$ cat config.mk
export PLATFORM = sky130hd
export DESIGN_NAME = life_ctrl
export DESIGN_NICKNAME = d
export VERILOG_FILES = /design/src/life_pkg.sv /design/src/life_ctrl.sv
export SDC_FILE = /design/constraint.sdc
export NUM_CORES = 1
export LEC_CHECK = 0
export BUFFER_PORTS_ARGS = -buffer_cell sky130_fd_sc_hd__buf_2
export CORE_ASPECT_RATIO = 0.75
export CORE_MARGIN = 2
export CORE_UTILIZATION = 30
export CTS_CLUSTER_DIAMETER = 200
export CTS_CLUSTER_SIZE = 30
export DETAILED_ROUTE_END_ITERATION = 7
export GPL_TIMING_DRIVEN = 0
export PLACE_DENSITY_LB_ADDON = 0.25
export SLEW_MARGIN = 20
export SYNTH_ARGS = -nofsm -noshare
export SYNTH_HDL_FRONTEND = slang
export SYNTH_SLANG_ARGS = --single-unit
export TNS_END_PERCENT = 1
$ cat constraint.sdc
create_clock -name i_clk -period 1.55 [get_ports i_clk]
set_input_delay 0.31 -clock i_clk [delete_from_list [all_inputs] [get_ports i_clk]]
set_output_delay 0.31 -clock i_clk [all_outputs]
set_load 0.005 [all_outputs]
$ cat src/life_pkg.sv
// Shared constants, codes, types, the pattern-mask function and the cell-update function for the life grid.
// No dependencies; life_dp, life_ctrl, the top level and the testbench import this package.
`default_nettype none
package life_pkg;

    localparam int ROWS  = 64;
    localparam int COLS  = 64;
    localparam int ROW_W = $clog2(ROWS);
    localparam int COL_W = $clog2(COLS);
    // row pointer, wide enough to run a few rows past the grid during a spawn
    localparam int AW    = 8;

    localparam logic [2:0] ACT_READ  = 3'd0;
    localparam logic [2:0] ACT_WRITE = 3'd1;
    localparam logic [2:0] ACT_STEP  = 3'd2;
    localparam logic [2:0] ACT_SPAWN = 3'd3;
    localparam logic [2:0] ACT_CLEAR = 3'd4;

    localparam logic [1:0] PAT_BLINKER = 2'd0;
    localparam logic [1:0] PAT_TOAD    = 2'd1;
    localparam logic [1:0] PAT_BEACON  = 2'd2;
    localparam logic [1:0] PAT_GLIDER  = 2'd3;

    typedef logic [COLS-1:0] t_row;

    typedef struct packed {
        logic       load;
        logic       rd;
        logic [1:0] rd_ofs;
        logic       rd_cap;
        logic       wr_cell;
        logic       sp_wr;
        logic       gen_init;
        logic       gen_prime;
        logic       gen_first;
        logic       gen_row;
        logic       clear;
    } t_cmd;

    typedef struct packed {
        logic [2:0] action;
        logic       coord_ok;
        logic       gens_zero;
        logic       addr_in;
        logic       nxt2_in;
        logic       last_row;
        logic       gen_done;
        logic       k_done;
    } t_st;

    // Column mask of one pattern row; bit j is column offset j from the anchor.
    function automatic logic [3:0] life_pat_mask(input logic [1:0] pat, input logic [1:0] k);
        logic [3:0] m;
        m = 4'b0000;
        case (pat)
            PAT_BLINKER: m = (k == 2'd0) ? 4'b0111 : 4'b0000;
            PAT_TOAD: begin
                case (k)
                    2'd0:    m = 4'b1110;
                    2'd1:    m = 4'b0111;
                    default: m = 4'b0000;
                endcase
            end
            PAT_BEACON: m = k[1] ? 4'b1100 : 4'b0011;
            PAT_GLIDER: begin
                case (k)
                    2'd0:    m = 4'b0010;
                    2'd1:    m = 4'b0100;
                    2'd2:    m = 4'b0111;
                    default: m = 4'b0000;
                endcase
            end
            default: m = 4'b0000;
        endcase
        return m;
    endfunction

    // B3/S23 update of one row from its original neighbors; columns past the edge are dead.
    function automatic t_row life_next(input t_row up, input t_row mid, input t_row down);
        logic [COLS+1:0] ue;
        logic [COLS+1:0] me;
        logic [COLS+1:0] de;
        logic [3:0]      cnt;
        t_row            nr;
        ue = {1'b0, up, 1'b0};
        me = {1'b0, mid, 1'b0};
        de = {1'b0, down, 1'b0};
        for (int i = 0; i < COLS; i++) begin
            cnt = 4'(ue[i]) + 4'(ue[i+1]) + 4'(ue[i+2]) + 4'(me[i]) + 4'(me[i+2])
                + 4'(de[i]) + 4'(de[i+1]) + 4'(de[i+2]);
            nr[i] = (cnt == 4'd3) || (mid[i] && (cnt == 4'd2));
        end
        return nr;
    endfunction

endpackage
`default_nettype wire

$ cat src/life_ctrl.sv
// Controller of the life grid: sequences reads, read-modify-writes, pattern
// stamping and the row walk of each generation. Uses life_pkg.
`default_nettype none
module life_ctrl
    import life_pkg::*;
(
    input  wire logic i_clk,
    input  wire logic i_rst_n,
    input  wire logic i_in_valid,
    output logic      o_in_ready,
    output logic      o_out_valid,
    input  wire logic i_out_ready,
    input  wire t_st  i_st,
    output t_cmd      o_cmd
);
    localparam logic [3:0] S_IDLE    = 4'd0;
    localparam logic [3:0] S_DECODE  = 4'd1;
    localparam logic [3:0] S_RD_DATA = 4'd2;
    localparam logic [3:0] S_WR_CELL = 4'd3;
    localparam logic [3:0] S_SP_RD   = 4'd4;
    localparam logic [3:0] S_SP_WR   = 4'd5;
    localparam logic [3:0] S_G_PRIME = 4'd6;
    localparam logic [3:0] S_G_FIRST = 4'd7;
    localparam logic [3:0] S_G_ROW   = 4'd8;
    localparam logic [3:0] S_RESP    = 4'd9;

    logic [3:0] r_state;
    logic [3:0] n_state;

    assign o_in_ready  = (r_state == S_IDLE);
    assign o_out_valid = (r_state == S_RESP);

    always_comb begin
        n_state = r_state;
        o_cmd   = '0;
        case (r_state)
            S_IDLE: begin
                if (i_in_valid) begin
                    o_cmd.load = 1'b1;
                    n_state    = S_DECODE;
                end
            end
            S_DECODE: begin
                n_state = S_RESP;
                case (i_st.action)
                    ACT_READ: begin
                        if (i_st.coord_ok) begin
                            o_cmd.rd = 1'b1;
                            n_state  = S_RD_DATA;
                        end
                    end
                    ACT_WRITE: begin
                        if (i_st.coord_ok) begin
                            o_cmd.rd = 1'b1;
                            n_state  = S_WR_CELL;
                        end
                    end
                    ACT_SPAWN: begin
                        if (i_st.coord_ok) begin
                            n_state = S_SP_RD;
                        end
                    end
                    ACT_STEP: begin
                        o_cmd.gen_init = 1'b1;
                        if (!i_st.gens_zero) begin
                            n_state = S_G_PRIME;
                        end
                    end
                    ACT_CLEAR: o_cmd.clear = 1'b1;
                    default:   n_state = S_RESP;
                endcase
            end
            S_RD_DATA: begin
                o_cmd.rd_cap = 1'b1;
                n_state      = S_RESP;
            end
            S_WR_CELL: begin
                o_cmd.wr_cell = 1'b1;
                n_state       = S_RESP;
            end
            S_SP_RD: begin
                // drop pattern rows that fall below the grid
                if (i_st.k_done || !i_st.addr_in) begin
                    n_state = S_RESP;
                end else begin
                    o_cmd.rd = 1'b1;
                    n_state  = S_SP_WR;
                end
            end
            S_SP_WR: begin
                o_cmd.sp_wr = 1'b1;
                n_state     = S_SP_RD;
            end
            S_G_PRIME: begin
                o_cmd.gen_prime = 1'b1;
                o_cmd.rd        = 1'b1;
                n_state         = S_G_FIRST;
            end
            S_G_FIRST: begin
                o_cmd.gen_first = 1'b1;
                o_cmd.rd        = 1'b1;
                o_cmd.rd_ofs    = 2'd1;
                n_state         = S_G_ROW;
            end
            S_G_ROW: begin
                o_cmd.gen_row = 1'b1;
                if (i_st.nxt2_in) begin
                    o_cmd.rd     = 1'b1;
                    o_cmd.rd_ofs = 2'd2;
                end
                if (i_st.last_row) begin
                    n_state = i_st.gen_done ? S_RESP : S_G_PRIME;
                end
            end
            S_RESP: begin
                if (i_out_ready) begin
                    n_state = S_IDLE;
                end
            end
            default: n_state = S_IDLE;
        endcase
    end

    always_ff @(posedge i_clk) begin
        if (!i_rst_n) begin
            r_state <= S_IDLE;
        end else begin
            r_state <= n_state;
        end
    end

    a_no_overlap: assert property (@(posedge i_clk) disable iff (!i_rst_n)
        !(o_in_ready && o_out_valid))
        else $error("input and output open at once");
    a_accept_dec: assert property (@(posedge i_clk) disable iff (!i_rst_n)
        (i_in_valid && o_in_ready) |=> (r_state == S_DECODE))
        else $error("accepted beat not decoded");
    a_resp_hold: assert property (@(posedge i_clk) disable iff (!i_rst_n)
        (o_out_valid && !i_out_ready) |=> o_out_valid)
        else $error("response dropped while stalled");
endmodule
`default_nettype wire

# Word-level counts from Yosys, hierarchy flattened
# Cells that the tools add are included.
# totals
register_bits	4
in_bits	14
output_inout_bits	14
word_cells	54
# classes
eq_ne	16
muxes	29
reduce_logical	8
# ops
op	n
$mux 4	9
$pmux 4 s9	1
$eq 4x3->1 const B	4
$pmux 4 s4	1
$mux 1	15
$eq 4x2->1 const B	2
$eq 4x4->1 const B	2
$eq 3x2->1 const B	2
$reduce_or 2->1	3
$eq 4x1->1 const B	1
$logic_not 4->1	1
$ne 2x2->1 const B	2
$pmux 1 s4	1
$pmux 2 s2	1
$eq 3x1->1 const B	1
$eq 3x3->1 const B	1
$logic_not 3->1	1
$mux 3	1
$reduce_and 3->1	1
$ne 2x1->1 const B	1
$logic_not 1->1	1
$logic_or 1x1->1	1

# Depth between registers and ports, before layout
# depth
word_depth	4
depth_mapped	6
depth_no_buf	4

# Worst setup path before layout
# OpenSTA, ideal clock, no wires.
# synth_path
path_type	register to output
startpoint	register r_state[3]
endpoint	output port o_cmd[10] in the netlist's numbering
t_arrival_ns	1.148
t_required_ns	1.240
setup_slack_ns	0.092
path_stages_with_launch	4
path_buffers	0
path_cell_list	dfxtp_1 nand2b_2 or4_4 o221ai_2
# synth_rtl
item	line_no	source
from (decl)	life_ctrl.sv:27	logic [3:0] r_state;
from (signal assigned)	life_ctrl.sv:128	r_state <= n_state;
to (decl)	life_ctrl.sv:14	output t_cmd o_cmd

==> impl_summary.md <==
Logic synthesis
Sorting the synthesized cells by how often they occur yields sky130_fd_sc_hd__nor2_1, sky130_fd_sc_hd__nand2_1, sky130_fd_sc_hd__a21oi_1, sky130_fd_sc_hd__nand2b_1. The share of synthesized area in the top cell type comes to 0.143. For this run, the number of Yosys warnings is 0.

In the synthesized netlist the async set-or-reset flop fraction comes to 0. Yosys mapped a number of flops with a built-in enable equal to 0. The proportion of synthesized chip area in sequential cells is 0.143.

In the post-synthesis netlist, the biggest area contributors are sky130_fd_sc_hd__dfxtp_1, sky130_fd_sc_hd__nand2b_1, sky130_fd_sc_hd__nor2_1. The distinct cell type count of the synthesized netlist is 35. The largest area contributor in the synthesized netlist is sky130_fd_sc_hd__dfxtp_1. When the netlist entered floorplanning its net count stood at 95.

The number of instances in the synthesized netlist is 81. Counting flops and latches in the post-synthesis netlist gives 4. The most frequently used cell type in the post-synthesis netlist is sky130_fd_sc_hd__nor2_1. Among all flip-flop cells after synthesis, the most frequent one is sky130_fd_sc_hd__dfxtp_1. The cell area that synthesis handed to floorplanning was 559 sq um. In this run the mean area of a mapped cell was 6.90 sq um.

STA
Final hold analysis gives a worst-case slack of 373 ps. At the pin with the least slew margin, the transition time is 437 ps. The max-slew violation count was 0. The final hold violation count is 0. The maximum clock skew at final layout is 0.0524 ps. The top achievable clock speed is 545 MHz. The worst setup slack after layout is -286 ps. The smallest clock period supported by the final layout is computed as 1840 ps. In this run the tightest slew margin relative to its limit is 0.706.

The setup violation total in the final timing report is 5. The aggregate negative setup slack is -884 ps. Setup repair after global routing could not meet its margin everywhere. The post-route clock period utilization is 1.18.

Cells and area
The number of nets in the finished design is 127. The register with the most flip-flops in the layout has 4 of them. The number of antenna diodes in the final layout is 0. Excluding fillers, the count of instances in the completed layout stands at 133. The register with the most flip-flops is r_state. The final core area utilization is 0.437. The synthesis-to-finish area growth is 36.0%. The largest registers in the layout are r_state (4). Once layout is done, the placed cells without fillers occupy 761 sq um. In the final layout, the share of cells above drive strength 1 is 0.414.

Placement
Once detailed placement completed, the half-perimeter wirelength came to 1280 um. The cell count after placement is 130. During placement, the flow inserted port buffers numbering 27.

The placement-stage worst setup slack is -129 ps. The final RePlAce weighted congestion is 0.861. After detailed placement, the total cell area comes to 722 sq um.

Route
Before antenna repair, the detailed router went through 4 iterations. For this block, the initial DRC count from the detailed router was 23. The total wire length is 1600 um. After detailed routing, the number of remaining DRC violations is 0. The per-cell routed wire length is 12.0 um.

In this run the remaining antenna-violating nets after routing total 0. After detailed routing, the number of vias per cell comes to 5.30. Detailed routing inserted a total of 705 vias.

Worst setup path
For the worst setup path, the data arrival time is 1530 ps. The flop-to-flop setup slack is 230 ps. The signal on the critical path passes through buf_6 -> or4_4 -> o221ai_2 -> buf_2.

Counting both buffers and inverters, the worst setup path holds a total of 2. The startpoint kind of the worst setup timing path is a flop. The setup path with the least slack is of type reg2out. The worst setup path is captured at a primary output. The endpoint identified for the worst register-to-register timing path is r_state[2].

Of all nets on the critical path, the largest fanout is 9. At the worst endpoint, the required time is 1240 ps. The worst-path cell with the longest stage delay is sky130_fd_sc_hd__or4_4. The launch point of the worst reg-to-reg path is r_state[3].

The largest stage delay on the critical path is 550 ps. The worst register-to-register path has a depth of 5. The source of the critical timing path is r_state[1]. The kind of cell with the highest combined delay along the critical path is simple AND/OR/NAND/NOR gates. Following the worst setup path forward leads to its endpoint at o_cmd[10].

The critical path runs through a total of 4 cells.

Hold path
The number of cells traversed by the worst hold path is 3. The worst hold path startpoint is i_rst_n. The worst hold-check path type is in2reg.

Clock tree
The clock sink count is 4. Buffers inserted to repair hold after CTS numbered 0. The clock tree from TritonCTS is yes.

The buffers inserted during post-CTS setup optimization is 0. The deepest clock path buffer count is 2. The clock transition at the register clock pins on the worst setup and hold paths after CTS is 40 ps. Clock latency on the worst-skew pair, taken at its later pin, is 230 ps. The number of clock buffers added by TritonCTS is 3.

The buffer cell driving the clock tree root is sky130_fd_sc_hd__clkbuf_4. CTS built an H-tree with a depth of 1.

Die
The die footprint is 2230 sq um. The core box area is 1740 sq um. In this run the horizontal extent of the chip is 53.9 um. The count of boundary I/O pins is 28. For this configuration, the core starts out at a cell density of 0.321. In this run the vertical extent of the chip is 41.4 um. After floorplanning, the core was divided into 13 placement rows.

GRT
The number of antenna violations at the first check in global routing is 0. The via count of the first global-routing pass was 543. The wire length of the first global-routing pass is 2420 um.

The total congestion overflow is 0. The total global-route track usage is 0.156. The maximum number of pins on one net before global-route repair is 11.

Outcome
The run finished, with violations left. The checks that failed: negative setup slack.

Power
The static power due to leakage is 0.356 nW. The total power after layout is 0.561 mW. The worst-case vdd ir drop is 0.000330 V.

The power per standard cell area is 738 nW/um^2.

Job
The max capacitance violation total is 0.
[placed cells by master (no fill, tap or decap), types with 2 or more instances in the layout]
cell,instances
sky130_fd_sc_hd__dfxtp_2,2
sky130_fd_sc_hd__inv_2,2
sky130_fd_sc_hd__inv_1,3
sky130_fd_sc_hd__nor3_1,3
sky130_fd_sc_hd__o21ai_0,4
sky130_fd_sc_hd__nor3b_1,2
sky130_fd_sc_hd__dfxtp_1,2
sky130_fd_sc_hd__nor2_1,9
sky130_fd_sc_hd__clkbuf_4,3
sky130_fd_sc_hd__a211oi_1,3
sky130_fd_sc_hd__nor4_1,3
sky130_fd_sc_hd__nand3_1,2
sky130_fd_sc_hd__nor4_2,2
sky130_fd_sc_hd__buf_6,2
sky130_fd_sc_hd__buf_2,28
sky130_fd_sc_hd__nand2_1,6
sky130_fd_sc_hd__a2bb2oi_1,2
sky130_fd_sc_hd__buf_4,2
sky130_fd_sc_hd__nor2b_1,2
sky130_fd_sc_hd__a21oi_1,6
sky130_fd_sc_hd__nand2b_1,6
[worst reg2reg max path, cell delays in order, from the launching register on]
cell                      delay, ps
sky130_fd_sc_hd__dfxtp_1        360
sky130_fd_sc_hd__buf_4          190
sky130_fd_sc_hd__inv_2           70
sky130_fd_sc_hd__nor4_1         260
sky130_fd_sc_hd__o21ai_0        170
sky130_fd_sc_hd__a31oi_1        170
[logic make-up after synthesis]
kind of cell,share of synthesized area
DFF,0.143
AOI/OAI and AO/OA,0.300
buffers and inverters,0.110
and+or+nand+nor,0.447
[worst min path at each step]
| stage | end | slack (ps) |
|---|---|---|
| floorplan | r_state[1] | 450 |
| global placement | r_state[2] | 610 |
| detailed placement | r_state[2] | 620 |
| CTS | r_state[2] | 360 |
| global route | r_state[2] | 380 |
| finish | r_state[2] | 370 |
[what timing repair did]
item	4_1_cts	5_1_grt
setup endpoints to repair	8	10
gates resized for setup	3	2
pin swaps	1	1
endpoints found under the hold margin	0	0
[per-layer routing]
layer,vias to the layer above,share of wire,GRT usage
met2,35,0.42,0.241
met4,0,0.019,0.0769
li1,362,-,-
met1,304,0.48,0.207
met5,-,0,0
met3,4,0.075,0.0357
[layout make-up]
class,instances,area [sq um]
Timing Repair Buffer,27,135
Tap cell,22,27.5
Clock buffer,3,22.5
Fill cell,179,980
Sequential cell,4,82.6
Buffer,5,42.5
Multi-Input combinational cell,67,432
Inverter,5,18.8
[report_power, final]
part           switching (mW)  internal, mW  total, mW
Clock                  0.0400        0.0864      0.126
Combinational           0.161         0.137      0.298
Sequential             0.0186         0.118      0.137
(Power assumes the default switching activity.)
